File: src/design/fpbsc_pkg.sv
// Shared constants, types and the quarter-wave sine table for the FFT peak/centroid block.
// Used by every module of the block; no dependencies of its own.
package fpbsc_pkg;

   localparam int MAX_LOG2  = 10;
   localparam int MIN_LOG2  = 2;
   localparam int MAX_POINTS = 1 << MAX_LOG2;
   localparam int ADDR_W    = MAX_LOG2;
   localparam int TW_IDX_W  = MAX_LOG2 - 1;
   localparam int QTR       = MAX_POINTS / 4;
   localparam int LG_W      = 4;
   localparam int SAMPLE_W  = 16;
   localparam int HALF_W    = 27;
   localparam int TW_W      = 17;
   localparam int MUL_W     = 28;
   localparam int PROD_W    = 2 * MUL_W;
   localparam int ACC_W     = PROD_W + 1;
   localparam int PR_W      = ACC_W - 15;
   localparam int SQ_W      = 2 * HALF_W + 1;
   localparam int MAG_W     = 28;
   localparam int DEN_W     = MAG_W + ADDR_W - 1;
   localparam int NUM_W     = MAG_W + 2 * (ADDR_W - 1);
   localparam int CENT_FRAC = 16;
   localparam int NUMER_W   = NUM_W + CENT_FRAC - MIN_LOG2;
   localparam int QUOT_W    = 16;
   localparam int BIN_W     = 9;
   localparam int CENT_W    = 15;

   localparam logic [63:0] Q30_TWO_PI = 64'd6746518852;

   // Taylor divisors (2n)(2n+1) for n = 1..12
   localparam logic [63:0] SIN_DIV [1:12] = '{64'd6, 64'd20, 64'd42, 64'd72, 64'd110,
      64'd156, 64'd210, 64'd272, 64'd342, 64'd420, 64'd506, 64'd600};

   typedef logic [TW_W-1:0] qsin_tab_type [0:QTR];

   // Elaboration-time sine table, Q15 rounded, in Q30 integer series form
   function automatic qsin_tab_type make_qsin();
      qsin_tab_type tab;
      logic [63:0] x;
      logic [63:0] x2;
      logic [63:0] term;
      logic signed [64:0] sum;
      for (int k = 0; k <= QTR; k++) begin
         x = (64'(k) * Q30_TWO_PI) / MAX_POINTS;
         x2 = (x * x) >> 30;
         term = x;
         sum = $signed({1'b0, x});
         for (int n = 1; n <= 12; n++) begin
            term = ((term * x2) >> 30) / SIN_DIV[n];
            if ((n % 2) == 1) begin
               sum = sum - $signed({1'b0, term});
            end else begin
               sum = sum + $signed({1'b0, term});
            end
         end
         if (sum < 0) begin
            sum = '0;
         end
         tab[k] = TW_W'((64'(sum) + 64'd16384) >> 15);
      end
      return tab;
   endfunction

   localparam qsin_tab_type QSIN = make_qsin();

endpackage

File: src/design/fpbsc_div.sv
// Restoring divider, one quotient bit per cycle, for the centroid ratio.
// Depends on fpbsc_pkg for widths.
module fpbsc_div import fpbsc_pkg::*; (
   input  logic               clock,
   input  logic               reset,
   input  logic               start,
   input  logic [NUMER_W-1:0] numer,
   input  logic [DEN_W-1:0]   denom,
   output logic               done,
   output logic [CENT_W-1:0]  quot
);

   localparam int DSH_W = DEN_W + QUOT_W - 1;
   localparam int CNT_W = $clog2(QUOT_W);

   logic               busy_ff, busy_in;
   logic               done_ff, done_in;
   logic [NUMER_W-1:0] rem_ff, rem_in;
   logic [DSH_W-1:0]   dsh_ff, dsh_in;
   logic [QUOT_W-1:0]  q_ff, q_in;
   logic [CNT_W-1:0]   cnt_ff, cnt_in;
   logic               fits;

   always_comb begin
      fits = rem_ff >= NUMER_W'(dsh_ff);
      busy_in = busy_ff;
      done_in = 1'b0;
      rem_in = rem_ff;
      dsh_in = dsh_ff;
      q_in = q_ff;
      cnt_in = cnt_ff;
      if (start) begin
         busy_in = 1'b1;
         rem_in = numer;
         dsh_in = DSH_W'(denom) << (QUOT_W - 1);
         q_in = '0;
         cnt_in = CNT_W'(QUOT_W - 1);
      end else if (busy_ff) begin
         if (fits) begin
            rem_in = rem_ff - NUMER_W'(dsh_ff);
         end
         q_in = {q_ff[QUOT_W-2:0], fits};
         dsh_in = dsh_ff >> 1;
         cnt_in = cnt_ff - 1'b1;
         if (cnt_ff == '0) begin
            busy_in = 1'b0;
            done_in = 1'b1;
         end
      end
   end

   always_ff @(posedge clock) begin
      if (reset) begin
         busy_ff <= 1'b0;
         done_ff <= 1'b0;
      end else begin
         busy_ff <= busy_in;
         done_ff <= done_in;
      end
   end

   always_ff @(posedge clock) begin
      rem_ff <= rem_in;
      dsh_ff <= dsh_in;
      q_ff <= q_in;
      cnt_ff <= cnt_in;
   end

   assign done = done_ff;
   assign quot = q_ff[CENT_W-1:0];

endmodule

File: config.mk
export PLATFORM = sky130hd
export DESIGN_NAME = fpbsc_div
export DESIGN_NICKNAME = d
export VERILOG_FILES = /design/src/design/fpbsc_pkg.sv /design/src/design/fpbsc_div.sv
export SDC_FILE = /design/constraint.sdc
export NUM_CORES = 1
export LEC_CHECK = 0
export BUFFER_PORTS_ARGS = -buffer_cell sky130_fd_sc_hd__buf_2
export CORE_MARGIN = 3
export CORE_UTILIZATION = 40
export DETAILED_ROUTE_END_ITERATION = 7
export PLACE_DENSITY = 0.62
export SKIP_CTS_REPAIR_TIMING = 1
export SLEW_MARGIN = 40
export SYNTH_ARGS = -nofsm -noshare
export SYNTH_HDL_FRONTEND = slang
export SYNTH_SLANG_ARGS = --single-unit
File: constraint.sdc
create_clock -name clock -period 8.4 [get_ports clock]
set_clock_uncertainty 0.2 [all_clocks]
set_input_delay 0.84 -clock clock [delete_from_list [all_inputs] [get_ports clock]]
set_output_delay 0.84 -clock clock [all_outputs]
set_load 0.03 [all_outputs]
==> impl_results.md <==
* Critical R2R Launch: rem_ff[0]$_DFFE_PP_
* Final Setup Violations at 0
* Cell area after synthesis at around 9000 um2
* Number of synthesized flops with an enable pin at 97
* Yosys top cell area share at 0.3302
* Non-Filler Instances at 1357
* Cell Int Power at 0.001745 W
* Root Buffer: clkbuf_16
* RSZ-0062 raised after global routing: no
* Slowest CP cell: buf_4
* Initial DRC count at about 550
* Slowest cell delay on critical path at between 0.4 and 0.5 ns
* Drt wl/cell at roughly 16 um
* First-pass DRT Iterations at 5
* Gpl congestion at between 0.8 and 0.9
* Seq/Total Area, Yosys at 0.4119
* H-tree depth at 4
* Site Rows at 53
* DP Worst Slack at between 3 and 4 ns
* PD cells at ~270 nW/um2
* Flops & latches, synth at around 130
* Synthesis warning total at 0
* Cells after Synth at about 980
* Syn avg cell area at approximately 9 um2
* Initial antenna violation count at 0
* Initial Util at 0.4131
* Critical path type: flip-flop to flip-flop
* Max cap viols at 0
* Most used DFF post-synth: edfxtp_1
* Fraction of layout cells with a size suffix above 1 at 0.1617
* Vias post-DR at between 7000 and 8000
* Worst-Skew Late Latency at 0.43 ns
* Max_slew headroom at 0.5083
* Sw Share at 0.3726
* Final wirelength at ~21000 um
* IO Count at about 120
* Filler instances at 2091
* Post-synth top area cell: edfxtp_1
* Seq pwr share at 0.313
* Final ANT Viol Nets at 0
* Setup slack after layout at between 3 and 4 ns
* DRC errors left at 0
* Status: finished, final reports clean
* Worst setup path start: rem_ff[0]$_DFFE_PP_
* Mapped Nets at about 1100
* FF-to-FF End: rem_ff[12]$_DFFE_PP_
* WP data required at slightly above 8 ns
* Reg area at 3635 um2
* Clock Tree Buf Depth at 2
* Fin crit period at roughly 4.5 ns
* Area grow syn2layout at 15.79%
* Min-delay worst type: flip-flop to flip-flop
* Synth top area cells: edfxtp_1 33%, dfxtp_1 8.2%, ha_1 7.5%
* Worst setup path endpoint: rem_ff[12]$_DFFE_PP_
* Core ar. at approximately 21000 um2
* Total area of multi-input combinational cells at between 4000 and 5000 um2
* Max-slew violations at 0
* Peak VDD IR at between 0.15 and 0.2 mV
* Pleak at 4.289 nW
* Peak fanout along the critical path at between 40 and 50
* Post-Route Utilization at 0.4783
* Clock Sinks at 133
* Worst slew pin tran at about 0.74 ns
* P_sw at between 0.001 and 0.0015 W
* # diodes at 0
* Die Ht at roughly 150 um
* Die Wd at approximately 150 um
* Post-DR vias/cell at roughly 5.4
* Largest net degree at the start of global routing at about 120
* Fin. Hold Viols at 0
* CP Launch Type: flip-flop
* Combinational share of power at 0.407
* Crit path capture type: flip-flop
* CP arrival at ~4.5 ns
* Fraction of registers with async set/reset at 0
* Final TNS setup at 0 ns
* CP Cell Sequence: inv_1 > ha_1 > inv_1 > fa_1 > a211oi_1 > o21ai_2 > a41oi_4 > o221ai_1 > a211oi_2 > nor4bb_1 > a211oi_2 > o311ai_0 > nand2_1 > nand2_2 > buf_4
* Remaining global-route overflow at 0
* Placed insts at 1325
* Post-synth cell types at between 60 and 70
* Fin nets at between 1000 and 1500
* Clock-pin slew on the worst setup and hold paths at around 0.070 ns
* CTS Buf Count at 17
* Fmax achieved at ~220 MHz
* DP Wirelength at about 15000 um
* PortBufs at approximately 120
* CTS tree: built
* Gr usage total at 0.1788
* Vias in the first global route at about 7000
* Die area at 23870 um2
* Period utilization at 0.5415
* Clock power frac at 0.279
* R2R cell count at 15
* R2R Setup Slk at about 3.9 ns
* First-pass GRT wire length at 34830 um
==> cells in the final DEF, fill, tap and decap left out, drive strengths merged, types with 20 or more instances in the layout <==
master,count
nand2,150
o21ai,76
ha,53
edfxtp,97
buf,119
o31ai,42
dfxtp,36
a21o,35
inv,81
a21oi,66
xnor2,32
nor2,64
nand4,20
clkbuf,22
mux2i,30
==> state kept, by name (all words and copies together) (netlist names) <==
signal	flops
rem_ff	60
dsh_ff	52
q_ff	15
cnt_ff	4
busy_ff	1
done	1
==> power groups by stage <==
| stage | clock network, W | logic, W | registers (W) |
|---|---|---|---|
| finish | 0.000777 | 0.00113 | 0.000872 |
| global route | 0.000823 | 0.00126 | 0.000882 |
| CTS | 0.000792 | 0.00112 | 0.000872 |
| detailed placement | 0 | 0.00111 | 0.000886 |
| global placement | 0 | 0.00111 | 0.000880 |
| floorplan | 0 | 0.000875 | 0.000876 |
==> Yosys cell counts, types with 2 or more instances <==
library cell	instances
nor3_1	14
nand2b_1	6
a21oi_1	63
and2_1	5
inv_1	72
edfxtp_1	97
o31ai_4	2
o21ai_1	2
nand2_1	150
o211ai_1	5
xor2_1	17
a211oi_1	6
nor2b_1	10
dfxtp_1	36
o21ai_0	72
a21o_1	35
xnor2_1	32
a31o_2	2
or3_1	4
mux2_2	3
o21a_1	2
a211oi_2	2
ha_1	53
a211o_1	2
buf_1	3
a31oi_1	10
a21oi_2	2
nand3_1	15
o21bai_1	14
nor2_1	64
a2111oi_0	3
clkbuf_1	44
buf_2	6
a21boi_1	2
mux2i_1	30
o31ai_1	40
nor4_1	4
and3_1	4
nand4_1	20
==> per-layer routing <==
| layer | GRT usage | vias to the layer above | wire, um |
|---|---|---|---|
| li1 | - | 3724 | - |
| met3 | 0.03190 | 29 | 1174 |
| met2 | 0.2708 | 199 | 9358 |
| met4 | 0.06770 | 0 | 437 |
| met5 | 0 | - | 0 |
| met1 | 0.2553 | 3333 | 10520 |
==> cell families (layout without fill, tap and decap cells) <==
logic type	after synthesis	in the layout	synth area share
AO/OA/AOI/OAI	285	285	0.2183
adder cells (fa/ha/maj)	54	54	0.07745
XOR/XNOR	49	49	0.04865
AND/OR/NAND/NOR	303	303	0.1513
buffers and inverters	126	225	0.05447
flip-flops	133	133	0.4119
multiplexers	33	33	0.03787
==> cell type report <==
class | count | area share
Multi-Input combinational cell | 724 | 0.4615
Tap cell | 275 | 0.03369
Timing Repair Buffer | 120 | 0.06125
Clock buffer | 21 | 0.05145
Inverter | 73 | 0.02683
Sequential cell | 133 | 0.3559
Clock inverter | 11 | 0.009433
==> worst max-delay path, delay by kind of cell, from the launching register on <==
family	cells	cell delay, ns
flops	1	0.35
simple gates	3	0.51
fa+ha+maj	2	0.56
buf+inv	3	0.56
compound gates	7	1.98
==> worst min path at each step <==
stage	start	end	slack (ns)	cells past startpoint
final	q_ff[14]$_SDFFE_PP0P_	q_ff[14]$_SDFFE_PP0P_	0.29	2
after floorplan	cnt_ff[3]$_SDFFE_PP1P_	cnt_ff[3]$_SDFFE_PP1P_	0.26	2
after detailed placement	q_ff[14]$_SDFFE_PP0P_	q_ff[14]$_SDFFE_PP0P_	0.29	2
after global placement	q_ff[14]$_SDFFE_PP0P_	q_ff[14]$_SDFFE_PP0P_	0.27	2
after global routing	cnt_ff[3]$_SDFFE_PP1P_	cnt_ff[3]$_SDFFE_PP1P_	0.33	2
after CTS	q_ff[14]$_SDFFE_PP0P_	q_ff[14]$_SDFFE_PP0P_	0.30	2
==> per-stage QoR <==
stage | cell area [um2] | power [W] | hold WS (ns)
after global placement | 9582 | 0.001990 | 0.2743
after CTS | 10210 | 0.002789 | 0.3040
after floorplan | 8821 | 0.001752 | 0.2567
final | 10210 | 0.002782 | 0.2933
after detailed placement | 9585 | 0.002000 | 0.2851
after global routing | 10210 | 0.002963 | 0.3283
No activity file was read; power rests on OpenSTA's default activity.
