[config.mk]
export PLATFORM = sky130hd
export DESIGN_NAME = fpbsc_sqrt
export DESIGN_NICKNAME = d
export VERILOG_FILES = /design/src/design/fpbsc_pkg.sv /design/src/design/fpbsc_sqrt.sv
export SDC_FILE = /design/constraint.sdc
export NUM_CORES = 1
export LEC_CHECK = 0
export BUFFER_PORTS_ARGS = -buffer_cell sky130_fd_sc_hd__buf_2
export CORE_ASPECT_RATIO = 1.2
export CORE_MARGIN = 3
export CORE_UTILIZATION = 50
export CTS_CLUSTER_SIZE = 30
export DETAILED_ROUTE_END_ITERATION = 10
export GPL_ROUTABILITY_DRIVEN = 0
export PLACE_DENSITY_LB_ADDON = 0.15
export SYNTH_ARGS = -nofsm -noshare
export SYNTH_HDL_FRONTEND = slang
export SYNTH_SLANG_ARGS = --single-unit
[constraint.sdc]
create_clock -name clock -period 8.85 [get_ports clock]
set_clock_uncertainty 0.15 [all_clocks]
set_input_delay 0.885 -clock clock [delete_from_list [all_inputs] [get_ports clock]]
set_output_delay 0.885 -clock clock [all_outputs]
set_load 0.02 [all_outputs]
[src/design/fpbsc_pkg.sv]
// Shared constants, types and the quarter-wave sine table for the FFT peak/centroid block.
// Used by every module of the block; no dependencies of its own.
package fpbsc_pkg;

   localparam int MAX_LOG2  = 10;
   localparam int MIN_LOG2  = 2;
   localparam int MAX_POINTS = 1 << MAX_LOG2;
   localparam int ADDR_W    = MAX_LOG2;
   localparam int TW_IDX_W  = MAX_LOG2 - 1;
   localparam int QTR       = MAX_POINTS / 4;
   localparam int LG_W      = 4;
   localparam int SAMPLE_W  = 16;
   localparam int HALF_W    = 27;
   localparam int TW_W      = 17;
   localparam int MUL_W     = 28;
   localparam int PROD_W    = 2 * MUL_W;
   localparam int ACC_W     = PROD_W + 1;
   localparam int PR_W      = ACC_W - 15;
   localparam int SQ_W      = 2 * HALF_W + 1;
   localparam int MAG_W     = 28;
   localparam int DEN_W     = MAG_W + ADDR_W - 1;
   localparam int NUM_W     = MAG_W + 2 * (ADDR_W - 1);
   localparam int CENT_FRAC = 16;
   localparam int NUMER_W   = NUM_W + CENT_FRAC - MIN_LOG2;
   localparam int QUOT_W    = 16;
   localparam int BIN_W     = 9;
   localparam int CENT_W    = 15;

   localparam logic [63:0] Q30_TWO_PI = 64'd6746518852;

   // Taylor divisors (2n)(2n+1) for n = 1..12
   localparam logic [63:0] SIN_DIV [1:12] = '{64'd6, 64'd20, 64'd42, 64'd72, 64'd110,
      64'd156, 64'd210, 64'd272, 64'd342, 64'd420, 64'd506, 64'd600};

   typedef logic [TW_W-1:0] qsin_tab_type [0:QTR];

   // Elaboration-time sine table, Q15 rounded, in Q30 integer series form
   function automatic qsin_tab_type make_qsin();
      qsin_tab_type tab;
      logic [63:0] x;
      logic [63:0] x2;
      logic [63:0] term;
      logic signed [64:0] sum;
      for (int k = 0; k <= QTR; k++) begin
         x = (64'(k) * Q30_TWO_PI) / MAX_POINTS;
         x2 = (x * x) >> 30;
         term = x;
         sum = $signed({1'b0, x});
         for (int n = 1; n <= 12; n++) begin
            term = ((term * x2) >> 30) / SIN_DIV[n];
            if ((n % 2) == 1) begin
               sum = sum - $signed({1'b0, term});
            end else begin
               sum = sum + $signed({1'b0, term});
            end
         end
         if (sum < 0) begin
            sum = '0;
         end
         tab[k] = TW_W'((64'(sum) + 64'd16384) >> 15);
      end
      return tab;
   endfunction

   localparam qsin_tab_type QSIN = make_qsin();

endpackage

[src/design/fpbsc_sqrt.sv]
// Bit-pair iterative floor square root, one result bit per cycle.
// Depends on fpbsc_pkg for widths.
module fpbsc_sqrt import fpbsc_pkg::*; (
   input  logic             clock,
   input  logic             reset,
   input  logic             start,
   input  logic [SQ_W-1:0]  radicand,
   output logic             done,
   output logic [MAG_W-1:0] root
);

   logic            busy_ff, busy_in;
   logic            done_ff, done_in;
   logic [SQ_W-1:0] rem_ff, rem_in;
   logic [SQ_W:0]   res_ff, res_in;
   logic [SQ_W-1:0] bit_ff, bit_in;
   logic [SQ_W:0]   trial;

   always_comb begin
      trial = res_ff + {1'b0, bit_ff};
      busy_in = busy_ff;
      done_in = 1'b0;
      rem_in = rem_ff;
      res_in = res_ff;
      bit_in = bit_ff;
      if (start) begin
         busy_in = 1'b1;
         rem_in = radicand;
         res_in = '0;
         bit_in = SQ_W'(1) << (SQ_W - 1);
      end else if (busy_ff) begin
         if ({1'b0, rem_ff} >= trial) begin
            rem_in = rem_ff - SQ_W'(trial);
            res_in = (res_ff >> 1) + {1'b0, bit_ff};
         end else begin
            res_in = res_ff >> 1;
         end
         bit_in = bit_ff >> 2;
         // last bit pair: finish
         if (bit_ff[0]) begin
            busy_in = 1'b0;
            done_in = 1'b1;
         end
      end
   end

   always_ff @(posedge clock) begin
      if (reset) begin
         busy_ff <= 1'b0;
         done_ff <= 1'b0;
      end else begin
         busy_ff <= busy_in;
         done_ff <= done_in;
      end
   end

   always_ff @(posedge clock) begin
      rem_ff <= rem_in;
      res_ff <= res_in;
      bit_ff <= bit_in;
   end

   assign done = done_ff;
   assign root = res_ff[MAG_W-1:0];

endmodule

==> results of run 1 <==
## cell usage after synthesis, types with 12 or more instances
cell,n
sky130_fd_sc_hd__ha_1,113
sky130_fd_sc_hd__nor2b_1,16
sky130_fd_sc_hd__o21bai_1,18
sky130_fd_sc_hd__inv_1,47
sky130_fd_sc_hd__nand2b_1,12
sky130_fd_sc_hd__o21ai_0,130
sky130_fd_sc_hd__mux2i_1,34
sky130_fd_sc_hd__nand3_1,22
sky130_fd_sc_hd__a211oi_1,35
sky130_fd_sc_hd__xor2_1,58
sky130_fd_sc_hd__nand4_1,30
sky130_fd_sc_hd__and3_1,12
sky130_fd_sc_hd__o31ai_1,12
sky130_fd_sc_hd__a21oi_1,117
sky130_fd_sc_hd__edfxtp_1,55
sky130_fd_sc_hd__nor3_1,32
sky130_fd_sc_hd__dfxtp_1,86
sky130_fd_sc_hd__clkbuf_1,70
sky130_fd_sc_hd__a311oi_1,17
sky130_fd_sc_hd__buf_4,32
sky130_fd_sc_hd__nand2_1,168
sky130_fd_sc_hd__xnor2_1,68
sky130_fd_sc_hd__or3_1,17
sky130_fd_sc_hd__a31oi_1,52
sky130_fd_sc_hd__o21a_1,21
sky130_fd_sc_hd__nor2_1,163
sky130_fd_sc_hd__a21o_1,39
## power by group
group | leakage, uW | internal (uW) | switching [uW]
clock | 0.000295 | 443 | 297
sequential | 0.00125 | 873 | 130
combinational | 0.00389 | 794 | 1240
## state kept, by name (all words and copies together) (netlist names)
name / count
done: 1
res_ff: 56
busy_ff: 1
bit_ff: 28
rem_ff: 55
## worst min-delay path, stage by stage, from the launching register on
cell	delay, ns
sky130_fd_sc_hd__dfxtp_1	0.32
sky130_fd_sc_hd__nor2_1	0.09
sky130_fd_sc_hd__a311oi_1	0.05
## per-layer routing
| layer | GRT usage [%] | up-vias | routed length, um |
|---|---|---|---|
| met2 | 41.5 | 297 | 16800 |
| met5 | 0 | - | 0 |
| met1 | 31.5 | 5595 | 16000 |
| met3 | 3.70 | 63 | 1490 |
| li1 | - | 5977 | - |
| met4 | 8.31 | 0 | 1110 |
## how the worst min path moves through the flow
| stage | cells past startpoint | to | start |
|---|---|---|---|
| 2_1_floorplan | 2 | done | bit_ff[0] |
| 3_3_place_gp | 2 | res_ff[0] | res_ff[0] |
| 3_5_place_dp | 2 | res_ff[0] | res_ff[0] |
| 4_1_cts | 2 | res_ff[0] | res_ff[0] |
| 5_1_grt | 2 | res_ff[0] | res_ff[0] |
| 6_report | 2 | res_ff[0] | res_ff[0] |
## cells by family (layout without fill, tap and decap cells)
kind of cell,after synthesis,count (layout),synth area share (%)
simple gates,508,508,17.9
fa+ha+maj,114,114,11.1
buf+inv,163,170,5.91
xor+xnor,126,126,8.54
flops,141,141,26.1
mux,40,40,3.16
compound gates,538,538,27.3
## per-stage QoR
| step | utilization (%) | worst slack, ns | hold slack, ns | total power [uW] |
|---|---|---|---|---|
| after floorplan | - | 2.34 | 0.316 | 2610 |
| after global placement | 52.8 | 1.54 | 0.346 | 3000 |
| after detailed placement | 52.8 | 1.39 | 0.349 | 3020 |
| after CTS | 55.2 | 1.34 | 0.359 | 3770 |
| after global routing | 55.2 | 0.914 | 0.393 | 4060 |
| final | 55.2 | 1.24 | 0.354 | 3780 |
## final cells by class
cell class | instances | area, um^2 | area share [%]
timing repair buffer | 91 | 487 | 3.52
clock inverter | 7 | 75.1 | 0.543
clock buffer | 25 | 527 | 3.81
tap | 325 | 407 | 2.94
multi-input combinational | 1326 | 8790 | 63.5
sequential | 141 | 3380 | 24.4
inverter | 47 | 176 | 1.28
==> results.md, run 1 <==
## Logic synthesis
- register area share after synthesis: 26.1%
- ys flop type: sky130_fd_sc_hd__dfxtp_1
- area share of the largest cell type after synthesis: 13.3%
- number of instances in the synthesized netlist: 1630
- Cell variety after synth: 81
- total nets after synthesis: 1802
- average size of a mapped cell: 7.93 um^2
- number of flops mapped to enable cells by yosys: 55
- post-synthesis cell area: 12900 um^2
- cell accounting for the most synthesized area: sky130_fd_sc_hd__dfxtp_1
- Yosys warnings: 0
- post-synthesis sequential element count: 141
- share of synthesized flip-flops with an asynchronous set or reset: 0%
- cell types occupying the most area after synthesis: sky130_fd_sc_hd__dfxtp_1 (13%), sky130_fd_sc_hd__edfxtp_1 (13%), sky130_fd_sc_hd__ha_1 (11%), sky130_fd_sc_hd__o21ai_0 (5.0%), sky130_fd_sc_hd__nand2_1 (4.9%)

## Worst setup path
- startpoint of the most critical setup path: bit_ff[0]
- Worst Reg2Reg Path Length in Cells: 22
- top fanout value on the critical path: 29
- crit-path max cell delay: 0.73 ns
- Setup crit end: rem_ff[26]
- required time at the worst-slack endpoint: 8.87 ns
- number of buffer and inverter stages on the critical path: 1
- nature of the critical path startpoint: flop
- CP max-delay cell: sky130_fd_sc_hd__o41ai_1
- type of the worst setup path: reg2reg
- Top Family by Delay on Critical Path: compound AO/OA/AOI/OAI gates
- endpoint arrival time on the critical path: 7.63 ns
- Stages on worst setup path: 22
- critical path cell sequence: ha_1 -> ha_1 -> a21o_1 -> a31oi_1 -> o21ai_0 -> a21oi_1 -> o21ai_1 -> a211oi_1 -> o41ai_1 -> nor2b_1 -> o311ai_0 -> xor2_1 -> ha_1 -> a21o_1 -> a21o_1 -> a2111oi_0 -> o21ai_0 -> o31ai_1 -> a21oi_1 -> nand2_1 -> nand2b_2 -> buf_12
- type of element capturing the critical path: flop
- critical register-to-register path startpoint: bit_ff[0]
- register-to-register path setup slack: 1.24 ns
- capturing point of the worst reg2reg path: rem_ff[26]

## Final layout
- layout filler cell count: 2376
- most frequent standard cell in the layout excluding fill and tap cells: sky130_fd_sc_hd__nand2_1
- Antenna diodes: 0
- fraction of layout cells with a size suffix above 1: 9.65%
- highest-count cells in the layout ignoring fill and taps: sky130_fd_sc_hd__nand2_1 (168), sky130_fd_sc_hd__nor2_1 (163), sky130_fd_sc_hd__o21ai_0 (130)
- design area: 13800 um^2
- Final Instance Count excl. Fillers: 1962
- NumNets Final: 1796
- area overhead of the layout relative to synthesis: 7.08%

## Die
- Initial Utilization: 51.5%
- Die Footprint: 27800 um^2
- Die Span Y: 182 um
- die extent in x: 153 um
- placement row count: 63
- placeable core region: 25100 um^2
- io pins: 87

## Detailed routing
- vias per std cell: 6.08
- First-pass DRT Iterations: 5
- Via Count: 11.9k
- Routed Antenna Nets: 0
- WL/cell: 18.0 um
- violation count after the first detailed-routing iteration: 783
- DRC Markers: 0
- final WL: 35400 um

## Worst hold path
- class of the most critical hold timing path: reg2reg

## Place
- half-perimeter wire length of the detailed placement result: 26400 um
- placed inst area: 13200 um^2
- buffers added on ports: 86
- Cell Count Post-Placement: 1930

## STA
- slew margin rel.: 10.6%
- peak clock frequency supported by timing: 131 MHz
- count of pins over their slew limit: 0
- setup repair after global routing missed its margin: no
- share of the clock period used by the worst path after layout: 86.0%
- total negative slack for setup checks: 0 ns
- slew of the pin with the lowest slew margin: 1.32 ns
- final setup vio count: 0
- time the final worst path needs with I/O delays and setup: 7.61 ns
- final number of hold-violating endpoints: 0

## Power and ir drop
- IR Drop Worst-Case VDD: 0.245 mV
- PwrDens: 273 nW/um^2
- Pleak: 0.00544 uW

## CTS
- clock transition at the registers of the reported paths: 0.07 ns
- maximum root-to-sink buffer count: 2
- quantity of hold-fixing buffers added after cts: 0
- H-tree level count: 4
- CTS tree: built
- clock sinks: 141
- number of buffers inserted to repair setup after CTS: 0
- CTS buffer count: 17
- clock latency on the worst-skew pair: 0.43 ns
- post-CTS resize count: 0
- CTS Root Cell: sky130_fd_sc_hd__clkbuf_16

## Global route
- global-route wire length before repair: 56300 um
- leftover overflow at the end of global routing: 0
- total global routing track utilization: 24.3%
- vias in the first global route: 11.1k
- number of antenna violations at the first check in global routing: 0
- pin count of the biggest net entering global routing: 106

## Status
- result of the run: complete, no violations

## Run
- max-cap viol count: 0

Note: power is estimated with default switching activity, not from simulation.
==> run 2, diff against run 1 <==
Settings changed: CORE_UTILIZATION 50 to 29.
==> results.md, run 2 (same netlist as run 1, synthesis figures left out) <==
## CTS
- clock latency on the worst-skew pair: 0.45 ns, was 0.43 ns
- CTS tree: built, unchanged
- number of buffers inserted to repair setup after CTS: 0, unchanged
- post-CTS resize count: 0, unchanged
- clock transition at the registers of the reported paths: 0.06 ns, was 0.07 ns
- quantity of hold-fixing buffers added after cts: 0, unchanged
- maximum root-to-sink buffer count: 2, unchanged
- CTS buffer count: 17, unchanged
- CTS Root Cell: sky130_fd_sc_hd__clkbuf_16, unchanged
- clock sinks: 141, unchanged
- H-tree level count: 4, unchanged

## STA
- time the final worst path needs with I/O delays and setup: 7.99 ns, was 7.61 ns
- count of pins over their slew limit: 0, unchanged
- peak clock frequency supported by timing: 125 MHz, was 131 MHz
- share of the clock period used by the worst path after layout: 90.3%, was 86.0%
- post-layout worst setup margin: 0.857 ns, was 1.24 ns
- slew of the pin with the lowest slew margin: 1.02 ns, was 1.32 ns
- total negative slack for setup checks: 0 ns, unchanged
- setup repair after global routing missed its margin: no, unchanged
- slew margin rel.: 30.8%, was 10.6%
- final setup vio count: 0, unchanged
- final hold slack: 0.376 ns, was 0.354 ns
- final number of hold-violating endpoints: 0, unchanged

## Power and ir drop
- PwrDens: 274 nW/um^2, was 273 nW/um^2
- IR Drop Worst-Case VDD: 0.173 mV, was 0.245 mV
- relative contribution of combinational cells to total power: 53.5%, was 53.9%
- Net Sw Frac: 44.6%, was 44.2%
- net switching component of the power: 1730 uW, was 1670 uW
- Reg power frac: 25.9%, was 26.5%
- Pleak: 0.00546 uW, was 0.00544 uW
- part of the total power dissipated in the clock network: 20.6%, was 19.6%
- Internal Pwr Total: 2150 uW, was 2110 uW

## Final layout
- most flop-heavy register: res_ff, unchanged
- area overhead of the layout relative to synthesis: 9.79%, was 7.08%
- final design utilization: 32.3%, was 55.2%
- NumNets Final: 1797, was 1796
- fraction of layout cells with a size suffix above 1: 9.65%, about the same
- Antenna diodes: 0, unchanged
- leading registers by flop count: res_ff (56), rem_ff (55), bit_ff (28), unchanged
- most frequent standard cell in the layout excluding fill and tap cells: sky130_fd_sc_hd__nand2_1, unchanged
- max FFs per register: 56, unchanged
- highest-count cells in the layout ignoring fill and taps: sky130_fd_sc_hd__nand2_1 (168), sky130_fd_sc_hd__nor2_1 (163), sky130_fd_sc_hd__o21ai_0 (130), unchanged

## Worst hold path
- class of the most critical hold timing path: reg2reg, unchanged

## Worst setup path
- type of element capturing the critical path: flop, unchanged
- endpoint arrival time on the critical path: 8.21 ns, was 7.63 ns
- nature of the critical path startpoint: flop, unchanged
- required time at the worst-slack endpoint: 9.06 ns, was 8.87 ns
- top fanout value on the critical path: 105, was 29
- type of the worst setup path: reg2reg, unchanged

## Global route
- leftover overflow at the end of global routing: 0, unchanged
- pin count of the biggest net entering global routing: 106, unchanged
- total global routing track utilization: 17.1%, was 24.3%
- vias in the first global route: 11.6k, was 11.1k
- number of antenna violations at the first check in global routing: 0, unchanged
- global-route wire length before repair: 64300 um, was 56300 um

## Detailed routing
- violation count after the first detailed-routing iteration: 599, was 783
- Via Count: 11.9k, about the same
- final WL: 40800 um, was 35400 um
- DRC Markers: 0, unchanged
- WL/cell: 18.6 um, was 18.0 um
- vias per std cell: 5.42, was 6.08
- Routed Antenna Nets: 0, unchanged
- First-pass DRT Iterations: 7, was 5

## Place
- buffers added on ports: 86, unchanged
- half-perimeter wire length of the detailed placement result: 30900 um, was 26400 um
- minimum setup slack after placement: 0.888 ns, was 1.39 ns

## Die
- Die Footprint: 47100 um^2, was 27800 um^2
- placeable core region: 43900 um^2, was 25100 um^2
- Die Span Y: 237 um, was 182 um
- die extent in x: 199 um, was 153 um
- io pins: 87, unchanged
- Initial Utilization: 29.4%, was 51.5%
- placement row count: 84, was 63

## Run
- max-cap viol count: 0, unchanged

## Status
- result of the run: complete, no violations, unchanged

## run 2: cell count changes in the layout (fill, tap and decap cells not counted), sizes merged
cell    change
buf         +1
bufinv      -1
clkbuf      +3
clkinv      -2
## run 2: power by group through the flow
stage               sequential, uW  clock [uW]  combinational (uW)
global route                  1030         847                2330
floorplan                      950           0                1670
detailed placement            1020           0                2090
global placement              1020           0                2080
finish                        1010         799                2080
CTS                           1010         824                2100
## run 2: worst paths after layout
| path | from | to | slack (ns) | depth (start not counted) |
|---|---|---|---|---|
| max | bit_ff[0] | res_ff[25] | 0.86 | 22 |
| min | res_ff[0] | res_ff[0] | 0.38 | 2 |
| max reg2reg | bit_ff[0] | res_ff[25] | 0.86 | 22 |
| min reg2reg | res_ff[0] | res_ff[0] | 0.38 | 2 |
## run 2: critical path: stages, from the launching register on
cell and delay (ns):
sky130_fd_sc_hd__dfxtp_1 0.40, sky130_fd_sc_hd__ha_1 0.21, sky130_fd_sc_hd__ha_1 0.20, sky130_fd_sc_hd__a21o_1 0.16, sky130_fd_sc_hd__a31oi_1 0.14, sky130_fd_sc_hd__o21ai_0 0.46
sky130_fd_sc_hd__a21oi_1 0.25, sky130_fd_sc_hd__o21ai_1 0.55, sky130_fd_sc_hd__a211oi_1 0.25, sky130_fd_sc_hd__o41ai_1 0.70, sky130_fd_sc_hd__nor2b_1 0.29, sky130_fd_sc_hd__o311ai_0 0.17
sky130_fd_sc_hd__xor2_1 0.21, sky130_fd_sc_hd__ha_1 0.41, sky130_fd_sc_hd__a21o_1 0.19, sky130_fd_sc_hd__a21o_1 0.19, sky130_fd_sc_hd__a2111oi_0 0.86, sky130_fd_sc_hd__o21ai_0 0.40
sky130_fd_sc_hd__o31ai_1 0.21, sky130_fd_sc_hd__a21o_4 0.82, sky130_fd_sc_hd__a21oi_1 0.20, sky130_fd_sc_hd__xnor2_1 0.19, sky130_fd_sc_hd__a211oi_1 0.24
## run 2: area by class of cell
type | instances | area (um^2)
fill | 4682 | 29700
multi-input combinational | 1326 | 8790
sequential | 141 | 3380
tap | 559 | 699
clock buffer | 28 | 626
timing repair buffer | 92 | 494
inverter | 47 | 176
clock inverter | 4 | 26.3
## run 2: metrics by stage
step	instance area (um^2)	power [uW]	instances
6_report	14200	3880	2197
5_1_grt	14200	4210	2197
4_1_cts	14200	3930	2197
3_5_place_dp	13500	3110	2165
3_3_place_gp	13500	3100	2165
2_1_floorplan	12900	2610	1630
## run 2: routing by layer
layer | GRT usage (%) | wire length, um
met5 | 0 | 0
met4 | 5.50 | 923
met3 | 2.28 | 1260
met2 | 28.4 | 19300
met1 | 23.0 | 19300
